$ cat config.mk
export PLATFORM = sky130hd
export DESIGN_NAME = utf8_to_utf16_transcoder_unit
export DESIGN_NICKNAME = d
export VERILOG_FILES = /design/src/rtl/u2u_pkg.sv /design/src/rtl/u2u_front.sv /design/src/rtl/u2u_queue.sv /design/src/rtl/u2u_back.sv /design/src/rtl/utf8_to_utf16_transcoder_unit.sv
export SDC_FILE = /design/constraint.sdc
export NUM_CORES = 1
export LEC_CHECK = 0
export BUFFER_PORTS_ARGS = -buffer_cell sky130_fd_sc_hd__buf_2
export CAP_MARGIN = 20
export CORE_ASPECT_RATIO = 1.1
export CORE_UTILIZATION = 39
export CTS_BUF_LIST = sky130_fd_sc_hd__clkbuf_16
export DETAILED_ROUTE_END_ITERATION = 7
export GPL_ROUTABILITY_DRIVEN = 0
export PLACE_DENSITY_LB_ADDON = 0.1
export SKIP_CTS_REPAIR_TIMING = 1
export SLEW_MARGIN = 30
export SYNTH_ARGS = -nofsm -noshare
export SYNTH_HDL_FRONTEND = slang
export SYNTH_SLANG_ARGS = --single-unit
export TNS_END_PERCENT = 5
$ cat constraint.sdc
create_clock -name clk -period 4.1 [get_ports clk]
set_clock_uncertainty 0.05 [all_clocks]
set_input_delay 0.615 -clock clk [delete_from_list [all_inputs] [get_ports clk]]
set_output_delay 0.615 -clock clk [all_outputs]
set_load 0.005 [all_outputs]
$ cat src/rtl/u2u_pkg.sv
// ----------------------------------------------------------------------------
// u2u_pkg
// Shared types and constants for the UTF-8 to UTF-16 transcoder: byte
// classes, UTF-16 surrogate constants and the job word passed from the
// front end to the back end.
// ----------------------------------------------------------------------------
package u2u_pkg;

    typedef enum logic [2:0] {
        CLS_CONT,
        CLS_ASCII,
        CLS_LEAD2,
        CLS_LEAD3,
        CLS_LEAD4,
        CLS_BAD
    } byte_class_t;

    localparam logic [15:0] REPLACEMENT_RESET = 16'h003F;
    localparam logic [20:0] SURR_BASE         = 21'h010000;
    localparam logic [15:0] HIGH_SURR         = 16'hD800;
    localparam logic [15:0] LOW_SURR          = 16'hDC00;

    // one job: rep_count replacement units, then tail_count decoded units
    typedef struct packed {
        logic [2:0]  rep_count;
        logic [1:0]  tail_count;
        logic [15:0] tail_first;
        logic [15:0] tail_second;
        logic        eos;
    } job_t;

    typedef struct packed {
        logic full;
        logic empty;
    } queue_status_t;

    function automatic byte_class_t classify(input logic [4:0] top_bits);
        byte_class_t cls;
        if (!top_bits[4])
            cls = CLS_ASCII;
        else if (!top_bits[3])
            cls = CLS_CONT;
        else if (!top_bits[2])
            cls = CLS_LEAD2;
        else if (!top_bits[1])
            cls = CLS_LEAD3;
        else if (!top_bits[0])
            cls = CLS_LEAD4;
        else
            cls = CLS_BAD;
        return cls;
    endfunction

endpackage

$ cat src/rtl/u2u_front.sv
// ----------------------------------------------------------------------------
// u2u_front
// Front end: accepts one byte per cycle unless full, tracks the open sequence
// and turns each byte into a job word of replacement and decoded code units.
// ----------------------------------------------------------------------------
module u2u_front
    import u2u_pkg::*;
(
    input  logic        clk,
    input  logic        rst_n,
    input  logic        push,
    input  logic        full,
    input  logic [7:0]  byte_value,
    input  logic        end_of_string,
    output job_t        job,
    output logic        job_push
);

    logic [2:0]  exp_len_reg;
    logic [2:0]  exp_len_next;
    logic [1:0]  taken_reg;
    logic [1:0]  taken_next;
    logic [20:0] cp_reg;
    logic [20:0] cp_next;

    byte_class_t cls;
    logic [2:0]  lead_len;
    logic [20:0] lead_payload;
    logic        lead_open;
    logic        lead_rep;
    logic [2:0]  taken_inc;
    logic [20:0] cont_cp;
    logic [20:0] surr_v;
    logic        accept;

    assign accept = push && !full;

    always_comb
    begin
        cls          = classify(byte_value[7:3]);
        lead_len     = 3'd0;
        lead_payload = '0;
        case (cls)
            CLS_LEAD2:
            begin
                lead_len     = 3'd2;
                lead_payload = {16'd0, byte_value[4:0]};
            end
            CLS_LEAD3:
            begin
                lead_len     = 3'd3;
                lead_payload = {17'd0, byte_value[3:0]};
            end
            CLS_LEAD4:
            begin
                lead_len     = 3'd4;
                lead_payload = {18'd0, byte_value[2:0]};
            end
            default:
            begin
                lead_len     = 3'd0;
                lead_payload = '0;
            end
        endcase

        lead_open = (lead_len != 3'd0) && !end_of_string;
        lead_rep  = !lead_open && (cls != CLS_ASCII);
        taken_inc = {1'b0, taken_reg} + 3'd1;
        cont_cp   = {cp_reg[14:0], byte_value[5:0]};
        surr_v    = cont_cp - SURR_BASE;

        job          = '0;
        job.eos      = end_of_string;
        exp_len_next = exp_len_reg;
        taken_next   = taken_reg;
        cp_next      = cp_reg;

        if ((exp_len_reg != 3'd0) && (cls == CLS_CONT))
        begin
            if (taken_inc >= exp_len_reg)
            begin
                if (cont_cp[20:16] == 5'd0)
                begin
                    job.tail_count = 2'd1;
                    job.tail_first = cont_cp[15:0];
                end
                else
                begin
                    job.tail_count  = 2'd2;
                    job.tail_first  = HIGH_SURR + {5'd0, surr_v[20:10]};
                    job.tail_second = LOW_SURR + {6'd0, surr_v[9:0]};
                end
                exp_len_next = 3'd0;
                taken_next   = 2'd0;
                cp_next      = '0;
            end
            else if (end_of_string)
            begin
                job.rep_count = taken_inc;
                exp_len_next  = 3'd0;
                taken_next    = 2'd0;
                cp_next       = '0;
            end
            else
            begin
                taken_next = taken_reg + 2'd1;
                cp_next    = cont_cp;
            end
        end
        else
        begin
            // broken sequence flush, then the byte as a fresh lead
            job.rep_count = {1'b0, taken_reg} + {2'd0, lead_rep};
            if (cls == CLS_ASCII)
            begin
                job.tail_count = 2'd1;
                job.tail_first = {8'd0, byte_value};
            end
            if (lead_open)
            begin
                exp_len_next = lead_len;
                taken_next   = 2'd1;
                cp_next      = lead_payload;
            end
            else
            begin
                exp_len_next = 3'd0;
                taken_next   = 2'd0;
                cp_next      = '0;
            end
        end

        if (end_of_string)
        begin
            exp_len_next = 3'd0;
            taken_next   = 2'd0;
            cp_next      = '0;
        end

        job_push = accept && ((job.rep_count != 3'd0) || (job.tail_count != 2'd0));
    end

    always_ff @(posedge clk or negedge rst_n)
    begin
        if (!rst_n)
        begin
            exp_len_reg <= 3'd0;
            taken_reg   <= 2'd0;
            cp_reg      <= '0;
        end
        else if (accept)
        begin
            exp_len_reg <= exp_len_next;
            taken_reg   <= taken_next;
            cp_reg      <= cp_next;
        end
    end

endmodule

$ cat src/rtl/u2u_queue.sv
// ----------------------------------------------------------------------------
// u2u_queue
// Small first-in first-out queue of job words between front and back end.
// ----------------------------------------------------------------------------
module u2u_queue
    import u2u_pkg::*;
#(
    parameter int DEPTH = 4
)
(
    input  logic          clk,
    input  logic          rst_n,
    input  logic          wr_en,
    input  job_t          wr_job,
    input  logic          rd_en,
    output job_t          rd_job,
    output queue_status_t status
);

    localparam int PTR_W = (DEPTH > 1) ? $clog2(DEPTH) : 1;
    localparam int CNT_W = $clog2(DEPTH + 1);

    job_t             mem [DEPTH];
    logic [PTR_W-1:0] wr_ptr_reg;
    logic [PTR_W-1:0] wr_ptr_next;
    logic [PTR_W-1:0] rd_ptr_reg;
    logic [PTR_W-1:0] rd_ptr_next;
    logic [CNT_W-1:0] count_reg;
    logic [CNT_W-1:0] count_next;
    logic             do_wr;
    logic             do_rd;

    assign status.full  = (count_reg == CNT_W'(DEPTH));
    assign status.empty = (count_reg == '0);
    assign do_wr        = wr_en && !status.full;
    assign do_rd        = rd_en && !status.empty;
    assign rd_job       = mem[rd_ptr_reg];

    always_comb
    begin
        wr_ptr_next = wr_ptr_reg;
        rd_ptr_next = rd_ptr_reg;
        count_next  = count_reg;
        if (do_wr)
            wr_ptr_next = (wr_ptr_reg == PTR_W'(DEPTH - 1)) ? '0 : wr_ptr_reg + 1'b1;
        if (do_rd)
            rd_ptr_next = (rd_ptr_reg == PTR_W'(DEPTH - 1)) ? '0 : rd_ptr_reg + 1'b1;
        if (do_wr && !do_rd)
            count_next = count_reg + 1'b1;
        else if (do_rd && !do_wr)
            count_next = count_reg - 1'b1;
    end

    always_ff @(posedge clk or negedge rst_n)
    begin
        if (!rst_n)
        begin
            wr_ptr_reg <= '0;
            rd_ptr_reg <= '0;
            count_reg  <= '0;
        end
        else
        begin
            wr_ptr_reg <= wr_ptr_next;
            rd_ptr_reg <= rd_ptr_next;
            count_reg  <= count_next;
        end
    end

    always_ff @(posedge clk)
    begin
        if (do_wr)
            mem[wr_ptr_reg] <= wr_job;
    end

endmodule

$ cat src/rtl/u2u_back.sv
// ----------------------------------------------------------------------------
// u2u_back
// Back end: holds one job word and hands out its code units one word per
// cycle while pop is high, replacements first, then the decoded units;
// holds the replacement register.
// ----------------------------------------------------------------------------
module u2u_back
    import u2u_pkg::*;
(
    input  logic        clk,
    input  logic        rst_n,
    input  logic        cfg_write,
    input  logic [15:0] cfg_data,
    input  job_t        head_job,
    input  logic        queue_empty,
    output logic        queue_take,
    output logic [15:0] code_unit,
    output logic        run_last,
    output logic        string_last,
    output logic        empty,
    input  logic        pop
);

    logic [15:0] repl_reg;
    job_t        job_reg;
    logic        have_reg;
    logic        have_next;
    logic [2:0]  idx_reg;
    logic [2:0]  idx_next;
    logic [2:0]  total;
    logic [2:0]  tail_idx;
    logic        last_word;
    logic        load;

    always_comb
    begin
        total     = job_reg.rep_count + {1'b0, job_reg.tail_count};
        tail_idx  = idx_reg - job_reg.rep_count;
        last_word = (idx_reg + 3'd1) == total;

        if (idx_reg < job_reg.rep_count)
            code_unit = repl_reg;
        else if (tail_idx == 3'd0)
            code_unit = job_reg.tail_first;
        else
            code_unit = job_reg.tail_second;

        run_last    = last_word;
        string_last = last_word && job_reg.eos;
        empty       = !have_reg;

        load       = (!have_reg || (pop && last_word)) && !queue_empty;
        queue_take = load;

        have_next = have_reg;
        idx_next  = idx_reg;
        if (load)
        begin
            have_next = 1'b1;
            idx_next  = 3'd0;
        end
        else if (have_reg && pop)
        begin
            if (last_word)
            begin
                have_next = 1'b0;
                idx_next  = 3'd0;
            end
            else
            begin
                idx_next = idx_reg + 3'd1;
            end
        end
    end

    always_ff @(posedge clk or negedge rst_n)
    begin
        if (!rst_n)
        begin
            repl_reg <= REPLACEMENT_RESET;
            have_reg <= 1'b0;
            idx_reg  <= 3'd0;
        end
        else
        begin
            if (cfg_write)
                repl_reg <= cfg_data;
            have_reg <= have_next;
            idx_reg  <= idx_next;
        end
    end

    always_ff @(posedge clk)
    begin
        if (load)
            job_reg <= head_job;
    end

`ifndef SYNTHESIS
    assert property (@(posedge clk) disable iff (!rst_n)
        have_reg |-> (total != 3'd0) && (idx_reg < total))
        else $error("word index outside held job");

    assert property (@(posedge clk) disable iff (!rst_n)
        (have_reg && !pop) |=> have_reg && $stable(idx_reg))
        else $error("held word moved without pop");

    assert property (@(posedge clk) disable iff (!rst_n)
        (have_reg && pop && last_word && queue_empty) |=> !have_reg)
        else $error("finished job still shown");
`endif

endmodule

$ cat src/rtl/utf8_to_utf16_transcoder_unit.sv
// ----------------------------------------------------------------------------
// utf8_to_utf16_transcoder_unit
// Streaming UTF-8 to UTF-16 transcoder, one byte in, up to four code units
// out, with a configurable replacement unit for undecodable bytes.
// ----------------------------------------------------------------------------
// Input channel: byte_value and end_of_string are taken at an edge with push
// high and full low; one byte per cycle is taken while the job queue has room.
// Output channel: code_unit, run_last and string_last show the oldest word
// while empty is low; it leaves at an edge with pop high.
// A byte yields zero to four words: run_last marks the last one of a byte and
// string_last the final word of a string.
// The first word of a byte shows once its job has passed through the queue
// and the back end has loaded it into its job register.
// Throughput: one byte per cycle in while full is low, one word per cycle
// out while pop is high; a byte of several words holds the back end until
// all are popped; the QUEUE_DEPTH job queue absorbs bursts before full rises.
// When pop stays low the queue fills and full stops further bytes.
// Reset empties the queue, closes any open sequence and sets the
// replacement unit to '?'. cfg_write loads the replacement unit from cfg_data.
// ----------------------------------------------------------------------------
module utf8_to_utf16_transcoder_unit
    import u2u_pkg::*;
#(
    parameter int QUEUE_DEPTH = 4
)
(
    input  logic        clk,
    input  logic        rst_n,
    input  logic        cfg_write,
    input  logic [15:0] cfg_data,
    input  logic        push,
    output logic        full,
    input  logic [7:0]  byte_value,
    input  logic        end_of_string,
    output logic        empty,
    input  logic        pop,
    output logic [15:0] code_unit,
    output logic        run_last,
    output logic        string_last
);

    job_t          front_job;
    logic          front_push;
    job_t          head_job;
    logic          queue_take;
    queue_status_t queue_status;

    assign full = queue_status.full;

    u2u_front u_front (
        .clk           (clk),
        .rst_n         (rst_n),
        .push          (push),
        .full          (queue_status.full),
        .byte_value    (byte_value),
        .end_of_string (end_of_string),
        .job           (front_job),
        .job_push      (front_push)
    );

    u2u_queue #(
        .DEPTH (QUEUE_DEPTH)
    ) u_queue (
        .clk    (clk),
        .rst_n  (rst_n),
        .wr_en  (front_push),
        .wr_job (front_job),
        .rd_en  (queue_take),
        .rd_job (head_job),
        .status (queue_status)
    );

    u2u_back u_back (
        .clk         (clk),
        .rst_n       (rst_n),
        .cfg_write   (cfg_write),
        .cfg_data    (cfg_data),
        .head_job    (head_job),
        .queue_empty (queue_status.empty),
        .queue_take  (queue_take),
        .code_unit   (code_unit),
        .run_last    (run_last),
        .string_last (string_last),
        .empty       (empty),
        .pop         (pop)
    );

endmodule

* After elaboration in Yosys (flattened, before gate mapping)
Memories as Yosys holds them, arrays and structs flattened. A register that Yosys moved wholly into a read port is not among the register bits.
Index checks and enable logic that the tools add are counted.
** Operators by class
- $add $sub $neg :: 13
- Order comparisons :: 2
- Eq/ne operators :: 10
- Muxes and demuxes :: 41
- Reduce and logical (&&, ||, !) cells :: 35
** Operators with widths (count)
- 2-to-1 mux 16 bit :: 4
- 2-to-1 mux 15 bit :: 3
- 2-to-1 mux 3 bit :: 15
- 2-to-1 mux 34 bit :: 1
- 2-to-1 mux 21 bit :: 1
- subtractor 21 x 17 -> 21 bit, second input constant :: 1
- 2-to-1 mux 18 bit :: 1
- 2-to-1 mux 17 bit :: 1
- adder 15 x 11 -> 16 bit, first input constant :: 1
- adder 15 x 12 -> 16 bit, first input constant :: 1
- case mux 5 bit (3 select lines) :: 1
- logical AND 1 bit :: 13
- 2-to-1 mux 2 bit :: 5
- logical NOT 3 bit :: 3
- case mux 3 bit (3 select lines) :: 1
- nonzero test 3 bit :: 3
- nonzero test 2 bit :: 4
- logical NOT 1 bit :: 7
- 2-to-1 mux 1 bit :: 7
- adder 2 x 1 -> 2 bit, second input constant :: 3
- adder 3 x 1 -> 3 bit, second input constant :: 2
- == test 3 x 2 -> 1 bit, second input constant :: 2
- == test 3 bit, second input constant :: 2
- logical NOT 5 bit :: 1
- other kinds (15) :: 18
** Storage, ports and cells
- Register bits :: 47
- RAM bits :: 152
- Input port bits :: 30
- Output and inout port bits :: 20
- Memories kept :: 1
** Memories
- u_queue.mem :: words 4, width 38, rd ports 1, clocked after Yosys merged registers in 1, write ports 1, line u2u_queue.sv:23 : job_t mem [DEPTH];

* Logic depth before layout (Yosys ltp)
- Depth after elaboration :: 21
- Mapped depth :: 15

* By module
A second synthesis with hierarchy kept.
** Unflattened totals
- Cells, all modules :: 581
- Area, all modules :: 9935.8 um^2
** By module, submodules not included
- u2u_queue :: times used 1, cells an instance 236, area each 5918.2 um^2, sequential area each 4739.5 um^2
- u2u_back :: times used 1, cells an instance 172, area each 2494.9 um^2, sequential area each 1649.1 um^2
- u2u_front :: times used 1, cells an instance 173, area each 1522.7 um^2, sequential area each 500.5 um^2

* Worst setup path before layout
Ideal clock, no wire load.
- Path kind :: register to register
- From :: register, netlist name u_back.job_reg[35]
- To :: register u_queue.count_reg[1]
- Arrival :: 3.733 ns
- Required time :: 3.925 ns
- Setup slack :: 0.193 ns
- Stages on the path, launching flop included :: 11
- Buffers on the path :: 0
- Clock period less this slack :: 3.907 ns
- Cells stage by stage :: edfxtp_1 ha_1 fa_1 xnor2_1 xnor2_1 o41ai_4 inv_1 ha_1 inv_1 fa_1 mux2_2
** Between the ends
- Longest elaborated chain between the ends :: 9
- Elaborated cells on any way between the ends :: 11
** Ends and longest elaborated chain
- adder 3 x 2 -> 3 bit :: line u2u_back.sv:37 : total = job_reg.rep_count + {1'b0, job_reg.tail_count};
- == test 3 bit :: line u2u_back.sv:39 : last_word = (idx_reg + 3'd1) == total;
- logical AND 1 bit :: line u2u_back.sv:52 : load = (!have_reg || (pop && last_word)) && !queue_empty;
- logical OR 1 bit :: line u2u_back.sv:52
- logical AND 1 bit :: line u2u_back.sv:52
- via queue_take :: line utf8_to_utf16_transcoder_unit.sv:45 : logic queue_take;
- logical AND 1 bit :: line u2u_queue.sv:36 : assign do_rd = rd_en && !status.empty;
- logical NOT 1 bit :: line u2u_queue.sv:48 : if (do_wr && !do_rd)
- logical AND 1 bit :: line u2u_queue.sv:48
- 2-to-1 mux 3 bit :: line u2u_queue.sv:48
- via u_queue.count_next[1] :: line u2u_queue.sv:29 : logic [CNT_W-1:0] count_next;
- to (signal assigned) :: line u2u_queue.sv:66 : count_reg <= count_next;
- to (decl) :: line u2u_queue.sv:28 : logic [CNT_W-1:0] count_reg;
The timed path passes the listed nets, and every way through them passes these cells.
A chain may end at the register's enable or synchronous reset.

* Worst setup path in the final report
- From :: register u_back.idx_reg[0]
- To :: output port code_unit[5]
** Between the ends
- Longest elaborated chain between the ends :: 4
- Elaborated cells on any way between the ends :: 5
** Ends and longest elaborated chain
- from (decl) :: line u2u_back.sv:28 : logic [2:0] idx_reg;
- from (signal assigned) :: line u2u_back.sv:89 : idx_reg <= idx_next;
- subtractor 3 bit :: line u2u_back.sv:38 : tail_idx = idx_reg - job_reg.rep_count;
- logical NOT 3 bit :: line u2u_back.sv:43 : else if (tail_idx == 3'd0)
- 2-to-1 mux 16 bit :: line u2u_back.sv:43
- 2-to-1 mux 16 bit * :: line u2u_back.sv:41 : if (idx_reg < job_reg.rep_count)
- to (decl) :: line utf8_to_utf16_transcoder_unit.sv:37 : output logic [15:0] code_unit,
Mark *: on every way between the ends. The rest lies on a longest branch, timed or not.

==> results.ini <==
[worst_setup_path]
arrival_ns=3.07
path_class=reg2out
startpoint_type=register
r2r_slack_ns=0.83
crit_fanout=16
critPathTopFamily=adder cells
critPathBufInv=3
slowest_stage=dfrtp_1
endpoint_kind=output port
required_ns=3.43
path_cells=inv_1, ha_1, fa_1, xor2_1, and3_1, buf_4, mux2_2, mux2_2, buf_2
cpPeakStageDelay_ns=0.44
cp_common_cell=mux2_2

[synth]
synth_simple_gate_area_share_pct=5.04
synth-async-reset-ratio_pct=22.7
netlist.area_leader.share_pct=54.4
ys_seq_elements=207
synthesis.nets=557
synth_top_family_by_area=multiplexers
syn_area_sq_mm=0.00883
ys_seq_area_share_pct=67.8
syn_area_per_cell_sq_um=17.5
synth_common_cells=160 x edfxtp_1, 49 x mux2_2, 41 x dfrtp_1
synthTopCellsByArea=edfxtp_1 54%, dfrtp_1 12%, mux4_2 8.2%
synth-xor-area-share_pct=1.09
synthCells=506
yosysTopAreaCell=edfxtp_1
yosysMostFrequentCell=edfxtp_1
yosysUniqueCellTypes=58
synth_edf_count=160
yosys_warnings=0
synth_fa_ha_area_share_pct=3.23
synth_top_flop_cell=edfxtp_1
synth-compound-area-share_pct=5.79
synth.area.mux_share_pct=14.9

[timing]
setup_viol=0
tns_ns=0
worst_pin_slew_ns=0.924
timing.final.crit_share_pct=91.0
slew_headroom_pct=38.4
fin_ws_ns=0.368
max_freq_ghz=0.268
fin_crit_ns=3.73
slew_viol_final=0
grt_setup_unrepaired=no
hold_viol_final=0

[power]
leakagePower_nw=3.72
seqPwrFrac_pct=44.4
p_per_area_mw_per_mm2=694
total_power_mw=7.04
clockPowerShare_pct=26.8
ir_drop_mv=0.254
switching_share_pct=28.9
power_frac_comb_pct=28.8
switchingPower_mw=2.03
intPower_mw=5.01

[detailed_routing]
drt-total-wl_um=17100
drt_first_iter_violations=280
drc=0
wl_per_cell_um=19.5
routed_via_density=5.14
antenna_left=0
dr.pass1.iters=4
vias=4517

[cts]
clk_pin_slew_ns=0.06
htree_levels=1
worstSkewPairLatency_ns=0.49
cts_tree=built
cts_sinks=207
root_buffer=clkbuf_16
cts_made_buffers=22
clock_path_buffers=3

[die]
dieWidth_um=145
boundaryPins=50
die_y_um=160
core_sq_mm=0.0222
initial_core_util_pct=39.8
num_rows=57
die_area_sq_mm=0.0233

[global_route]
grt_start_max_net_pins=48
track_usage_pct=15.1
grt_pass1_wl_um=27100
antenna_found_initial=0
grt-ovfl-total=0
grt_pass1_vias=4801

[placement]
placement.io_buffers=49
dpl.hpwl_um=11100
dp.cells=838
dp_slack_ns=0.211

[final_layout]
antenna_cells=0
area_growth_pct=14.9
finalNonFillerCells=878
largest_reg_flops=128
drive_above_1_share_pct=33.3
nNetsFinal=618
num-fill-cells=1972
fin_util_pct=45.8

[run]
max_cap_viol_count=0

[min_path]
holdCritPathClass=in2async

[outcome]
status=finished clean

[cells in the final DEF, fill, tap and decap left out, drive strengths merged, types with 6 or more instances in the layout]
cell	n
a21oi	7
a22o	19
and2	16
buf	59
clkbuf	23
clkinv	9
dfrtp	41
dfstp	6
edfxtp	160
ha	18
inv	25
mux2	51
mux4	32
nand2	19
nor2	13
nor3	6
o21ai	8
xor2	6
[per-stage QoR]
stage | hold slack [ns] | instance area, sq um
5_1_grt | 0.244 | 10100
6_report | 0.204 | 10100
2_1_floorplan | 0.269 | 8830
3_3_place_gp | 0.434 | 9440
4_1_cts | 0.214 | 10100
3_5_place_dp | 0.446 | 9440
[worst paths after layout]
kind                                            from                    end  depth (start not counted)
worst min-delay path                           rst_n      u_front.cp_reg[2]                          2
max in group asynchronous                      rst_n  u_queue.rd_ptr_reg[0]                          2
worst min register to register    u_back.repl_reg[6]     u_back.repl_reg[6]                          1
min in group clk                        cfg_data[13]    u_back.repl_reg[13]                          3
worst max register to register  u_front.taken_reg[0]     u_queue.mem[2][32]                          6
worst max-delay path               u_back.idx_reg[0]           code_unit[5]                          9
[cell type report]
class | instances | area (sq um) | area share, %
multi-input combinational | 257 | 2650 | 26.1
tap | 295 | 369 | 3.64
clock buffer | 23 | 576 | 5.67
timing repair buffer | 59 | 358 | 3.53
inverter | 20 | 75.1 | 0.740
sequential | 207 | 5990 | 59.1
clock inverter | 17 | 126 | 1.25
[power groups by stage]
| stage | Combinational [mW] | Clock (mW) | Sequential (mW) |
|---|---|---|---|
| 5_1_grt | 2.23 | 2.04 | 3.18 |
| 3_3_place_gp | 2.05 | 0 | 3.15 |
| 2_1_floorplan | 1.60 | 0 | 2.96 |
| 4_1_cts | 2.09 | 1.95 | 3.13 |
| 6_report | 2.03 | 1.89 | 3.12 |
| 3_5_place_dp | 2.08 | 0 | 3.17 |
[routing by layer]
metal	routed length, um	up-vias	track usage (%)
met5	0	-	0
met4	181	0	3.44
met3	846	15	3.09
met2	8120	110	24.4
met1	7980	2293	21.2
li1	-	2099	-
[logic make-up (layout without fill, tap and decap cells)]
logic type / Yosys count / count (layout)
flip-flops: 207 / 207
multiplexers: 84 / 84
AND/OR/NAND/NOR: 79 / 79
AO/OA/AOI/OAI: 62 / 62
buffers and inverters: 42 / 119
adder cells (fa/ha/maj): 21 / 21
XOR/XNOR: 11 / 11
Power figures use the tool's default switching activity.
